===== config.mk =====
export PLATFORM = sky130hd
export DESIGN_NAME = indexed_doubly_linked_list
export DESIGN_NICKNAME = d
export VERILOG_FILES = /design/src/rtl/core/idll_pkg.sv /design/src/rtl/core/indexed_doubly_linked_list.sv /design/src/rtl/core/idll_front.sv /design/src/rtl/core/idll_back.sv
export SDC_FILE = /design/constraint.sdc
export NUM_CORES = 1
export LEC_CHECK = 0
export BUFFER_PORTS_ARGS = -buffer_cell sky130_fd_sc_hd__clkbuf_2
export CAP_MARGIN = 20
export CORE_UTILIZATION = 55
export CTS_CLUSTER_DIAMETER = 120
export DETAILED_ROUTE_END_ITERATION = 7
export HOLD_SLACK_MARGIN = 0.08
export PLACE_DENSITY = 0.73
export SYNTH_ARGS = -nofsm -noshare
export SYNTH_HDL_FRONTEND = slang
export SYNTH_HIERARCHICAL = 1
export SYNTH_SLANG_ARGS = --single-unit
export TNS_END_PERCENT = 20

===== constraint.sdc =====
create_clock -name clk -period 8.1 [get_ports clk]
set_clock_uncertainty 0.1 [all_clocks]
set_input_delay 1.62 -clock clk [delete_from_list [all_inputs] [get_ports clk]]
set_output_delay 1.62 -clock clk [all_outputs]
set_load 0.005 [all_outputs]

===== src/rtl/core/idll_pkg.sv =====
// Shared types and constants for the indexed doubly linked list.
package idll_pkg;

    // Node id width, fixed by the stream fields
    localparam int ID_W = 7;

    // Stream widths
    localparam int S_TDATA_W = 16;
    localparam int S_TUSER_W = 2;
    localparam int M_TDATA_W = 8;

    // Command kinds, coded as on the slave tuser bits
    typedef enum logic [1:0] {
        OP_INSERT = 2'd0,
        OP_HIDE   = 2'd1,
        OP_LIST   = 2'd2
    } op_t;

    // Classified command passed from front to back
    typedef struct packed {
        op_t             op;
        logic [ID_W-1:0] node;        // reference node for insert, target for hide
        logic            right_side;
    } cmd_t;

    // Back-end sequencer states
    typedef enum logic [2:0] {
        ST_IDLE,
        ST_INS_LINK,
        ST_INS_SPLICE,
        ST_LIST_RD,
        ST_LIST_STEP,
        ST_LIST_END
    } st_t;

endpackage


===== src/rtl/core/indexed_doubly_linked_list.sv =====
// Top level of the indexed doubly linked list: front end, command queue and back end.
//
//  channel  | direction | handshake            | contents
//  s_axis   | in        | tvalid/tready        | tuser: action; tdata: ref_node, right_side, target
//  m_axis   | out       | tvalid/tready        | tdata: node_id; tlast: last; tuser: empty_res
//
// An insert passes through a link state and a splice state in the back end, and a hide
// completes in the idle state; a list request reads the link tables through their single
// read port and then steps, for each node walked. A two-word command queue sits in front.
// Reset leaves node 1 as the only list member; no clearing pass is needed.
// A full output register stalls the walk when a further visible id is found,
// and holds the closing word of a run until it drains.
module indexed_doubly_linked_list
#(
    parameter int NODES = 64
)
(
    input  logic                              clk,
    input  logic                              rst_n,
    input  logic                              s_axis_tvalid,
    output logic                              s_axis_tready,
    // [6:0] ref_node, [7] right_side, [14:8] target, [15] zero
    input  logic [idll_pkg::S_TDATA_W-1:0]    s_axis_tdata,
    // [1:0] action
    input  logic [idll_pkg::S_TUSER_W-1:0]    s_axis_tuser,
    output logic                              m_axis_tvalid,
    input  logic                              m_axis_tready,
    // [6:0] node_id, [7] zero
    output logic [idll_pkg::M_TDATA_W-1:0]    m_axis_tdata,
    output logic                              m_axis_tlast,
    // [0] empty_res
    output logic                              m_axis_tuser
);

    logic           cmd_valid;
    logic           cmd_ready;
    idll_pkg::cmd_t cmd;

    idll_front u_front
    (
        .clk           (clk),
        .rst_n         (rst_n),
        .s_axis_tvalid (s_axis_tvalid),
        .s_axis_tready (s_axis_tready),
        .s_axis_tdata  (s_axis_tdata),
        .s_axis_tuser  (s_axis_tuser),
        .cmd_valid     (cmd_valid),
        .cmd_ready     (cmd_ready),
        .cmd           (cmd)
    );

    idll_back #(
        .NODES (NODES)
    ) u_back
    (
        .clk           (clk),
        .rst_n         (rst_n),
        .cmd_valid     (cmd_valid),
        .cmd_ready     (cmd_ready),
        .cmd           (cmd),
        .m_axis_tvalid (m_axis_tvalid),
        .m_axis_tready (m_axis_tready),
        .m_axis_tdata  (m_axis_tdata),
        .m_axis_tlast  (m_axis_tlast),
        .m_axis_tuser  (m_axis_tuser)
    );

endmodule


===== src/rtl/core/idll_front.sv =====
// Front end: accepts input words, classifies them and queues commands for the back end.
module idll_front
(
    input  logic                              clk,
    input  logic                              rst_n,
    input  logic                              s_axis_tvalid,
    output logic                              s_axis_tready,
    input  logic [idll_pkg::S_TDATA_W-1:0]    s_axis_tdata,
    input  logic [idll_pkg::S_TUSER_W-1:0]    s_axis_tuser,
    output logic                              cmd_valid,
    input  logic                              cmd_ready,
    output idll_pkg::cmd_t                    cmd
);

    idll_pkg::cmd_t q_reg [2];
    logic           wr_ptr_reg, wr_ptr_next;
    logic           rd_ptr_reg, rd_ptr_next;
    logic [1:0]     count_reg, count_next;

    idll_pkg::cmd_t dec_cmd;
    logic           dec_keep;
    logic           push;
    logic           pop;

    // Classify the incoming word; the unused action code is dropped
    always_comb
    begin
        dec_cmd.op         = idll_pkg::OP_INSERT;
        dec_cmd.node       = s_axis_tdata[6:0];
        dec_cmd.right_side = s_axis_tdata[7];
        dec_keep           = 1'b1;
        case (idll_pkg::op_t'(s_axis_tuser))
            idll_pkg::OP_INSERT:
            begin
                dec_cmd.op = idll_pkg::OP_INSERT;
            end
            idll_pkg::OP_HIDE:
            begin
                dec_cmd.op   = idll_pkg::OP_HIDE;
                dec_cmd.node = s_axis_tdata[14:8];
            end
            idll_pkg::OP_LIST:
            begin
                dec_cmd.op = idll_pkg::OP_LIST;
            end
            default:
            begin
                dec_keep = 1'b0;
            end
        endcase
    end

    assign s_axis_tready = (count_reg != 2'd2);
    assign push          = s_axis_tvalid && s_axis_tready && dec_keep;
    assign cmd_valid     = (count_reg != 2'd0);
    assign pop           = cmd_valid && cmd_ready;
    assign cmd           = q_reg[rd_ptr_reg];

    // Advance queue pointers and fill count
    always_comb
    begin
        wr_ptr_next = push ? ~wr_ptr_reg : wr_ptr_reg;
        rd_ptr_next = pop ? ~rd_ptr_reg : rd_ptr_reg;
        count_next  = count_reg;
        if (push && !pop)
        begin
            count_next = count_reg + 2'd1;
        end
        else if (pop && !push)
        begin
            count_next = count_reg - 2'd1;
        end
    end

    always_ff @(posedge clk or negedge rst_n)
    begin
        if (!rst_n)
        begin
            wr_ptr_reg <= 1'b0;
            rd_ptr_reg <= 1'b0;
            count_reg  <= 2'd0;
        end
        else
        begin
            wr_ptr_reg <= wr_ptr_next;
            rd_ptr_reg <= rd_ptr_next;
            count_reg  <= count_next;
        end
    end

    // Queue storage
    always_ff @(posedge clk)
    begin
        if (push)
        begin
            q_reg[wr_ptr_reg] <= dec_cmd;
        end
    end

endmodule


===== src/rtl/core/idll_back.sv =====
// Back end: link tables, hidden flags and the insert, hide and list sequencer.
module idll_back
#(
    parameter int NODES = 64
)
(
    input  logic                              clk,
    input  logic                              rst_n,
    input  logic                              cmd_valid,
    output logic                              cmd_ready,
    input  idll_pkg::cmd_t                    cmd,
    output logic                              m_axis_tvalid,
    input  logic                              m_axis_tready,
    output logic [idll_pkg::M_TDATA_W-1:0]    m_axis_tdata,
    output logic                              m_axis_tlast,
    output logic                              m_axis_tuser
);

    localparam int IDX_W = $clog2(NODES + 1);
    localparam int ID_W  = idll_pkg::ID_W;

    // Link tables
    logic [ID_W-1:0] left_mem  [NODES+1];
    logic [ID_W-1:0] right_mem [NODES+1];

    logic             left_we,  right_we;
    logic [IDX_W-1:0] left_wa,  right_wa;
    logic [ID_W-1:0]  left_wd,  right_wd;
    logic             rd_en;
    logic [IDX_W-1:0] rd_addr;
    logic [ID_W-1:0]  left_rd_reg, right_rd_reg;
    logic             hid_rd_reg;
    logic [IDX_W-1:0] rd_addr_reg;
    logic [ID_W-1:0]  left_link, right_link;

    // Control state
    idll_pkg::st_t   st_reg, st_next;
    logic [ID_W-1:0] ref_reg, ref_next;
    logic            side_reg, side_next;
    logic [ID_W-1:0] nb_reg, nb_next;
    logic [ID_W-1:0] cur_reg, cur_next;
    logic [IDX_W-1:0] steps_reg, steps_next;
    logic [ID_W-1:0] pend_reg, pend_next;
    logic            have_pend_reg, have_pend_next;
    logic [ID_W-1:0] head_reg, head_next;
    logic [ID_W-1:0] next_id_reg, next_id_next;
    logic            n1l_reg, n1l_next;
    logic            n1r_reg, n1r_next;
    logic [NODES:0]  hidden_reg, hidden_next;

    // Output register
    logic            out_valid_reg, out_valid_next;
    logic [ID_W-1:0] out_id_reg, out_id_next;
    logic            out_last_reg, out_last_next;
    logic            out_empty_reg, out_empty_next;
    logic            out_free;
    logic            out_load;

    logic            present;
    logic            vis;

    assign out_free  = !out_valid_reg || m_axis_tready;
    assign cmd_ready = (st_reg == idll_pkg::ST_IDLE);

    // Node 1 links read as null until first written
    assign left_link  = (rd_addr_reg == IDX_W'(1) && !n1l_reg) ? '0 : left_rd_reg;
    assign right_link = (rd_addr_reg == IDX_W'(1) && !n1r_reg) ? '0 : right_rd_reg;

    assign present = (cmd.node != '0) && (cmd.node < next_id_reg);
    assign vis     = !hid_rd_reg;

    // Sequence commands
    always_comb
    begin
        st_next        = st_reg;
        ref_next       = ref_reg;
        side_next      = side_reg;
        nb_next        = nb_reg;
        cur_next       = cur_reg;
        steps_next     = steps_reg;
        pend_next      = pend_reg;
        have_pend_next = have_pend_reg;
        head_next      = head_reg;
        next_id_next   = next_id_reg;
        n1l_next       = n1l_reg;
        n1r_next       = n1r_reg;
        hidden_next    = hidden_reg;
        left_we        = 1'b0;
        left_wa        = '0;
        left_wd        = '0;
        right_we       = 1'b0;
        right_wa       = '0;
        right_wd       = '0;
        rd_en          = 1'b0;
        rd_addr        = '0;
        out_load       = 1'b0;
        out_id_next    = out_id_reg;
        out_last_next  = out_last_reg;
        out_empty_next = out_empty_reg;

        case (st_reg)
            idll_pkg::ST_IDLE:
            begin
                if (cmd_valid)
                begin
                    case (cmd.op)
                        idll_pkg::OP_INSERT:
                        begin
                            // Drop when full or the reference is absent
                            if (next_id_reg <= ID_W'(NODES) && present)
                            begin
                                ref_next  = cmd.node;
                                side_next = cmd.right_side;
                                rd_en     = 1'b1;
                                rd_addr   = cmd.node[IDX_W-1:0];
                                st_next   = idll_pkg::ST_INS_LINK;
                            end
                        end
                        idll_pkg::OP_HIDE:
                        begin
                            if (present)
                            begin
                                hidden_next[cmd.node[IDX_W-1:0]] = 1'b1;
                            end
                        end
                        idll_pkg::OP_LIST:
                        begin
                            cur_next       = head_reg;
                            steps_next     = '0;
                            have_pend_next = 1'b0;
                            st_next        = idll_pkg::ST_LIST_RD;
                        end
                        default:
                        begin
                            st_next = idll_pkg::ST_IDLE;
                        end
                    endcase
                end
            end

            idll_pkg::ST_INS_LINK:
            begin
                // Link the fresh node to its two neighbours
                nb_next  = side_reg ? right_link : left_link;
                left_we  = 1'b1;
                right_we = 1'b1;
                left_wa  = next_id_reg[IDX_W-1:0];
                right_wa = next_id_reg[IDX_W-1:0];
                if (side_reg)
                begin
                    left_wd  = ref_reg;
                    right_wd = right_link;
                end
                else
                begin
                    left_wd  = left_link;
                    right_wd = ref_reg;
                end
                st_next = idll_pkg::ST_INS_SPLICE;
            end

            idll_pkg::ST_INS_SPLICE:
            begin
                // Point the neighbours back at the fresh node
                left_wd  = next_id_reg;
                right_wd = next_id_reg;
                if (side_reg)
                begin
                    right_we = 1'b1;
                    right_wa = ref_reg[IDX_W-1:0];
                    left_we  = (nb_reg != '0);
                    left_wa  = nb_reg[IDX_W-1:0];
                    if (ref_reg == ID_W'(1))
                    begin
                        n1r_next = 1'b1;
                    end
                    if (nb_reg == ID_W'(1))
                    begin
                        n1l_next = 1'b1;
                    end
                end
                else
                begin
                    left_we  = 1'b1;
                    left_wa  = ref_reg[IDX_W-1:0];
                    right_we = (nb_reg != '0);
                    right_wa = nb_reg[IDX_W-1:0];
                    if (ref_reg == ID_W'(1))
                    begin
                        n1l_next = 1'b1;
                    end
                    if (nb_reg == ID_W'(1))
                    begin
                        n1r_next = 1'b1;
                    end
                    if (ref_reg == head_reg)
                    begin
                        head_next = next_id_reg;
                    end
                end
                next_id_next = next_id_reg + ID_W'(1);
                st_next      = idll_pkg::ST_IDLE;
            end

            idll_pkg::ST_LIST_RD:
            begin
                if (cur_reg == '0 || steps_reg == IDX_W'(NODES))
                begin
                    st_next = idll_pkg::ST_LIST_END;
                end
                else
                begin
                    rd_en   = 1'b1;
                    rd_addr = cur_reg[IDX_W-1:0];
                    st_next = idll_pkg::ST_LIST_STEP;
                end
            end

            idll_pkg::ST_LIST_STEP:
            begin
                // Hold while an earlier visible id waits for the output register
                if (!(vis && have_pend_reg && !out_free))
                begin
                    if (vis)
                    begin
                        if (have_pend_reg)
                        begin
                            out_load       = 1'b1;
                            out_id_next    = pend_reg;
                            out_last_next  = 1'b0;
                            out_empty_next = 1'b0;
                        end
                        pend_next      = cur_reg;
                        have_pend_next = 1'b1;
                    end
                    cur_next   = right_link;
                    steps_next = steps_reg + IDX_W'(1);
                    st_next    = idll_pkg::ST_LIST_RD;
                end
            end

            idll_pkg::ST_LIST_END:
            begin
                // Close the run, or report an empty list
                if (out_free)
                begin
                    out_load       = 1'b1;
                    out_last_next  = 1'b1;
                    out_id_next    = have_pend_reg ? pend_reg : '0;
                    out_empty_next = !have_pend_reg;
                    st_next        = idll_pkg::ST_IDLE;
                end
            end

            default:
            begin
                st_next = idll_pkg::ST_IDLE;
            end
        endcase

        if (out_load)
        begin
            out_valid_next = 1'b1;
        end
        else if (m_axis_tready)
        begin
            out_valid_next = 1'b0;
        end
        else
        begin
            out_valid_next = out_valid_reg;
        end
    end

    // Control and output registers
    always_ff @(posedge clk or negedge rst_n)
    begin
        if (!rst_n)
        begin
            st_reg        <= idll_pkg::ST_IDLE;
            steps_reg     <= '0;
            have_pend_reg <= 1'b0;
            head_reg      <= ID_W'(1);
            next_id_reg   <= ID_W'(2);
            n1l_reg       <= 1'b0;
            n1r_reg       <= 1'b0;
            hidden_reg    <= '0;
            out_valid_reg <= 1'b0;
        end
        else
        begin
            st_reg        <= st_next;
            steps_reg     <= steps_next;
            have_pend_reg <= have_pend_next;
            head_reg      <= head_next;
            next_id_reg   <= next_id_next;
            n1l_reg       <= n1l_next;
            n1r_reg       <= n1r_next;
            hidden_reg    <= hidden_next;
            out_valid_reg <= out_valid_next;
        end
    end

    // Payload registers
    always_ff @(posedge clk)
    begin
        ref_reg       <= ref_next;
        side_reg      <= side_next;
        nb_reg        <= nb_next;
        cur_reg       <= cur_next;
        pend_reg      <= pend_next;
        out_id_reg    <= out_id_next;
        out_last_reg  <= out_last_next;
        out_empty_reg <= out_empty_next;
    end

    // Link table ports; the hidden flag is read alongside the links
    always_ff @(posedge clk)
    begin
        if (left_we)
        begin
            left_mem[left_wa] <= left_wd;
        end
        if (right_we)
        begin
            right_mem[right_wa] <= right_wd;
        end
        if (rd_en)
        begin
            left_rd_reg  <= left_mem[rd_addr];
            right_rd_reg <= right_mem[rd_addr];
            hid_rd_reg   <= hidden_reg[rd_addr];
            rd_addr_reg  <= rd_addr;
        end
    end

    assign m_axis_tvalid = out_valid_reg;
    assign m_axis_tdata  = {1'b0, out_id_reg};
    assign m_axis_tlast  = out_last_reg;
    assign m_axis_tuser  = out_empty_reg;

endmodule

==> results.txt, run 1 <==
Run status -> completed
Seq cells post-synth -> 1087
Crit path capture type -> flop
Area of the multi-input gates -> 11400 um2
Leak -> 18.1 nW
Vias in the first global route -> 26750
Startpoint types -> flop
TritonCTS Sinks -> 1087
Die area -> 81800 um2
Initial DRC Count -> 3001
CTS tree -> yes
Final wirelength -> 103 mm
Commonest non-fill, non-tap cell in the layout -> edfxtp_1
Post-synth EDFFs -> 990
Pins Over Slew Limit -> 0
Post-CTS setup buffers -> 0
GPL Wtd Cong -> 0.896
Clock latency on the worst-skew pair -> 0.67 ns
Max_slew headroom -> 23.2%
# hold bufs at CTS -> 0
Library cells used by synthesis -> 81
Vias per cell -> 6.28
Fin area -> 49000 um2
FF-to-FF path depth -> 13
Vias post-DR -> 26851
Worst Path Max Fanout -> 49
Final setup viols -> 0
Initial core utilization -> 55.9%
Die X -> 286 um
DRT Pass-1 Iters -> 6
RSZ-0062 raised after global routing -> no
Period Utilization, post-route -> 77.0%
Max VDD drop -> 0.000211 V
Port Buffers -> 31
Async SR Flop Fraction -> 8.92%
P&R area growth vs syn -> 10.6%
Reg clk slew, reported paths -> 0.06 ns
Number of fill cells -> 5783
Post-detailed-route wirelength per cell -> 24.2 um
Syn Std Cell Area -> 44400 um2
Power Density -> 307 nW/um2
First-pass GRT wire length -> 158 mm
Fin. Hold Viols -> 0
Row cnt -> 103
Max-cap viol count -> 0
# IOs -> 34
Global Route Usage Sum -> 25.4%
Worst R2R End -> u_back/left_rd_reg[2]
Inserted Clock Buffers -> 105
CTS max path bufs -> 3
Worst Hold Class -> reg -> reg
Setup TNS Final -> 0 ns
Critical Path AT -> 6.55 ns
Post-route ant nets -> 0
Critical R2R Launch -> u_front/rd_ptr_reg
Synthesized net count -> 3178
F_max -> 160 MHz
Fin crit period -> 6.24 ns
H-tree depth -> 3
Die Y -> 286 um
Seq/Total Area, Yosys -> 72.5%
Ant. Diodes -> 0
Fin util -> 61.8%
Root Driver -> clkbuf_16
Synth Warn # -> 6
Ys flop type -> edfxtp_1
Critical Path Start -> u_front/rd_ptr_reg
Worst-Margin Slew -> 1.15 ns
Reg area -> 32200 um2
DRC -> 0
Largest net degree at the start of global routing -> 128
Grt ovf -> 0
Most frequent cells in the layout -> 990 x edfxtp_1, 462 x nand2_1, 238 x mux2i_1, 178 x nor2_1, 167 x a21oi_1
Initial antenna violation count -> 0
Post-DP HPWL -> 61.9 mm
Post-DP Area -> 45600 um2
Setup slack, reg-to-reg -> 1.86 ns
Share of layout cells above drive strength 1 -> 9.42%
Core Area -> 79400 um2
Syn_area_per_cell -> 14.1 um2
Post-CTS Resized -> 0
Crit path kind -> reg -> reg
Layout Nets -> 3172
Synthesized instance count -> 3145
Worst setup path endpoint -> u_back/left_rd_reg[2]
Worst path required time -> 8.41 ns
==> critical path, stage by stage, from the launching register on <==
cell and delay [ns]:
dfrtp_1 0.63, mux2_2 0.51, ha_1 0.35, and2_1 0.17
nand3_1 0.20, o2111a_2 0.38, a22oi_2 0.88, clkinv_2 0.27
nand2_4 0.49, buf_12 0.30, a21oi_1 0.09, a2111oi_0 0.85
nor3_1 0.24, o32a_1 0.44
==> worst min-delay path by stage <==
stage                                      end  cells after the start  slack, ns            startpoint
after floorplan           u_back/hidden_reg[8]                      1       0.32  u_back/hidden_reg[8]
after global placement    u_back/hidden_reg[0]                      0       0.27  u_back/hidden_reg[0]
after detailed placement  u_back/hidden_reg[0]                      0       0.27  u_back/hidden_reg[0]
after CTS                 u_back/hidden_reg[0]                      0       0.29  u_back/hidden_reg[0]
after global routing      u_back/hidden_reg[0]                      0       0.30  u_back/hidden_reg[0]
final                     u_back/hidden_reg[0]                      0       0.29  u_back/hidden_reg[0]
==> area by class of cell <==
type                            count  share of cell area (%)
Sequential cell                  1087                    65.6
Multi-Input combinational cell   1841                    23.3
Clock buffer                      134                    5.72
Tap cell                         1050                    2.68
Clock inverter                     60                    1.31
Timing Repair Buffer               78                    1.17
Inverter                           26                   0.212
==> report_power, final <==
group / internal, W / switching [W]
combinational: 0.000862 / 0.00225
clock: 0.00283 / 0.00202
sequential: 0.00689 / 0.000185
total: 0.0106 / 0.00446
==> per-stage QoR <==
step                      hold WS (ns)  power [W]  setup WS (ns)  std cells
final                            0.286     0.0150           1.86       4276
after global routing             0.296     0.0156           1.70       4276
after CTS                        0.291     0.0151           2.02       4275
after detailed placement         0.275     0.0102           2.05       4081
after floorplan                  0.320    0.00913           2.85       3145
after global placement           0.267     0.0101           2.18       4079
==> layer usage <==
layer / vias up / track usage, % / share of wire (%)
met3: 207 / 4.11 / 8.9
li1: 11970 / - / -
met2: 1261 / 41.3 / 48
met5: - / 0 / 0
met4: 0 / 9.40 / 3.3
met1: 13413 / 34.6 / 40
==> synthesized netlist by cell type (all sizes together) (4+ instances only) <==
master	number	area (um2)
inv	23	86.3
nand2	465	1750
ha	11	138
nand3	78	395
o211ai	14	105
a22oi	13	103
a21oi	167	836
a221oi	4	35.0
buf	90	474
or3	6	37.5
nor2	178	668
a311oi	17	149
o21bai	62	465
o21a	8	60.1
a22o	7	61.3
a222oi	4	40.0
and2	8	52.6
mux2	23	293
a32oi	6	52.6
nor4	19	119
mux2i	238	2380
nand3b	5	37.5
nor4b	4	56.3
nor3	22	110
nor3b	4	30.0
nand4	9	56.3
xor2	11	96.3
a211oi	45	338
a31oi	28	175
edfxtp	990	29700
nor2b	25	164
xnor2	10	87.6
nand2b	10	62.6
and3	33	206
a2111oi	29	254
o21ai	83	415
o22ai	114	713
o311ai	14	123
or2	4	25.0
clkbuf	101	379
o32a	13	130
dfrtp	95	2380
a21o	18	135
==> kinds of logic (layout without fill, tap and decap cells) <==
kind of cell,after synthesis,count (layout),synth area share (%)
adders and majority gates,11,11,0.310
muxes,261,261,6.03
xor gates and xnor gates,21,21,0.415
other,1,1,0.00845
and+or+nand+nor,881,881,8.72
AOI/OAI and AO/OA,666,666,9.87
DFF,1087,1087,72.5
buffers and inverters,217,298,2.14
Power figures use the tool's default switching activity.
==> inputs of run 2 (changes only) <==
- clock period: 8.1 -> 5.8 ns (I/O delays scaled with it)
==> results.txt, run 2 (synthesis results as in run 1) <==
Run status -> completed
Period Utilization, post-route -> 94.4%
Critical Path AT -> 5.78 ns
Vias per cell -> 6.33
Commonest non-fill, non-tap cell in the layout -> edfxtp_1
FF-to-FF path depth -> 14
Core Area -> 79400 um2
Min-delay src -> u_back/hidden_reg[0]
Hold EP -> u_back/hidden_reg[0]
Final setup viols -> 0
PnR worst setup slack -> 0.322 ns
Worst path required time -> 6.10 ns
Startpoint types -> flop
WHS -> 0.281 ns
Critical R2R Launch -> u_front/rd_ptr_reg
Worst R2R End -> u_back/right_rd_reg[3]
Row cnt -> 103
Pins Over Slew Limit -> 0
F_max -> 183 MHz
Worst Path Max Fanout -> 18
Vias post-DR -> 27212
Global Route Usage Sum -> 25.5%
DRT Pass-1 Iters -> 7
Power Density -> 428 nW/um2
Post-CTS Resized -> 0
P&R area growth vs syn -> 11.0%
Port Buffers -> 31
CTS tree -> yes
Post-DP HPWL -> 64.0 mm
# IOs -> 34
TritonCTS Sinks -> 1087
Cell count after placement -> 4094
Die Y -> 286 um
Initial antenna violation count -> 3
Leak -> 18.2 nW
Crit path kind -> reg -> reg
Worst-Margin Slew -> 1.13 ns
Setup TNS Final -> 0 ns
Worst Hold Class -> reg -> reg
Layout Nets -> 3190
Hold path depth -> 0
H-tree depth -> 3
Final Instance Count excl. Fillers -> 4297
CTS max path bufs -> 3
Share of layout cells above drive strength 1 -> 9.58%
Setup slack, reg-to-reg -> 0.32 ns
Fin crit period -> 5.48 ns
Root Driver -> clkbuf_16
Inserted Clock Buffers -> 108
Max-cap viol count -> 0
Max VDD drop -> 0.000282 V
Vias in the first global route -> 26789
Setup WS pre-CTS -> 0.406 ns
Final wirelength -> 105 mm
Critical Path Start -> u_front/rd_ptr_reg
Initial DRC Count -> 3181
Most frequent cells in the layout -> 990 x edfxtp_1, 462 x nand2_1, 238 x mux2i_1, 178 x nor2_1, 167 x a21oi_1
Post-CTS setup buffers -> 0
Largest net degree at the start of global routing -> 102
Ant. Diodes -> 0
Crit path capture type -> flop
RSZ-0062 raised after global routing -> no
First-pass GRT wire length -> 159 mm
Post-route ant nets -> 0
Die X -> 286 um
Fin. Hold Viols -> 0
Reg clk slew, reported paths -> 0.06 ns
GPL Wtd Cong -> 0.918
Max_slew headroom -> 24.3%
DRC -> 0
Initial core utilization -> 55.9%
Grt ovf -> 0
# hold bufs at CTS -> 0
Clock latency on the worst-skew pair -> 0.67 ns
Post-detailed-route wirelength per cell -> 24.4 um
Tot Pwr -> 0.0211 W
Die area -> 81800 um2
## run 2: stage by stage
stage          area [um2]  util, %
3_3_place_gp        45700     57.6
5_1_grt             49300     62.0
6_report            49300     62.0
3_5_place_dp        45700     57.6
2_1_floorplan       44400        -
4_1_cts             49200     62.0
## run 2: metal layers
layer / GRT usage, % / vias up / wire (um)
met2: 40.4 / 1531 / 49300
met5: 0 / - / 13
met1: 35.2 / 13399 / 40900
li1: - / 12021 / -
met4: 9.57 / 2 / 3730
met3: 5.11 / 259 / 10900
## run 2: report_power, final
group	switching [W]	internal [W]	leakage (nW)	total, W
Sequential	0.000261	0.00961	10.5	0.00987
Combinational	0.00319	0.00126	6.04	0.00444
Clock	0.00286	0.00390	1.68	0.00676
## run 2: layout make-up
| cell class | count | area [um2] |
|---|---|---|
| Sequential cell | 1087 | 32200 |
| Multi-Input combinational cell | 1841 | 11400 |
| Clock buffer | 134 | 2860 |
| Tap cell | 1050 | 1310 |
| Clock inverter | 66 | 594 |
| Inverter | 26 | 104 |
| Timing Repair Buffer | 93 | 773 |
| Fill cell | 5727 | 30100 |
## run 2: how the worst max path moves through the flow
| stage | to | slack [ns] | cells past startpoint |
|---|---|---|---|
| floorplan | u_back/right_mem[0][2] | 0.55 | 7 |
| global placement | u_back/hid_rd_reg | 0.73 | 11 |
| detailed placement | u_back/right_rd_reg[3] | 0.41 | 14 |
| CTS | u_back/right_rd_reg[3] | 0.34 | 14 |
| global route | u_back/left_rd_reg[5] | 0.16 | 13 |
| finish | u_back/right_rd_reg[3] | 0.32 | 14 |
## run 2: critical path: stages, from the launching register on
cell and delay, ns:
dfrtp_1 0.64, mux2_2 0.51, ha_1 0.33, and2_1 0.18, nand3_1 0.18, o2111a_2 0.37
a22oi_2 0.47, clkinv_2 0.27, nand2_4 0.31, buf_4 0.28, buf_4 0.22, a21oi_1 0.05
a2111oi_0 0.61, nor3_1 0.21, o32a_1 0.45
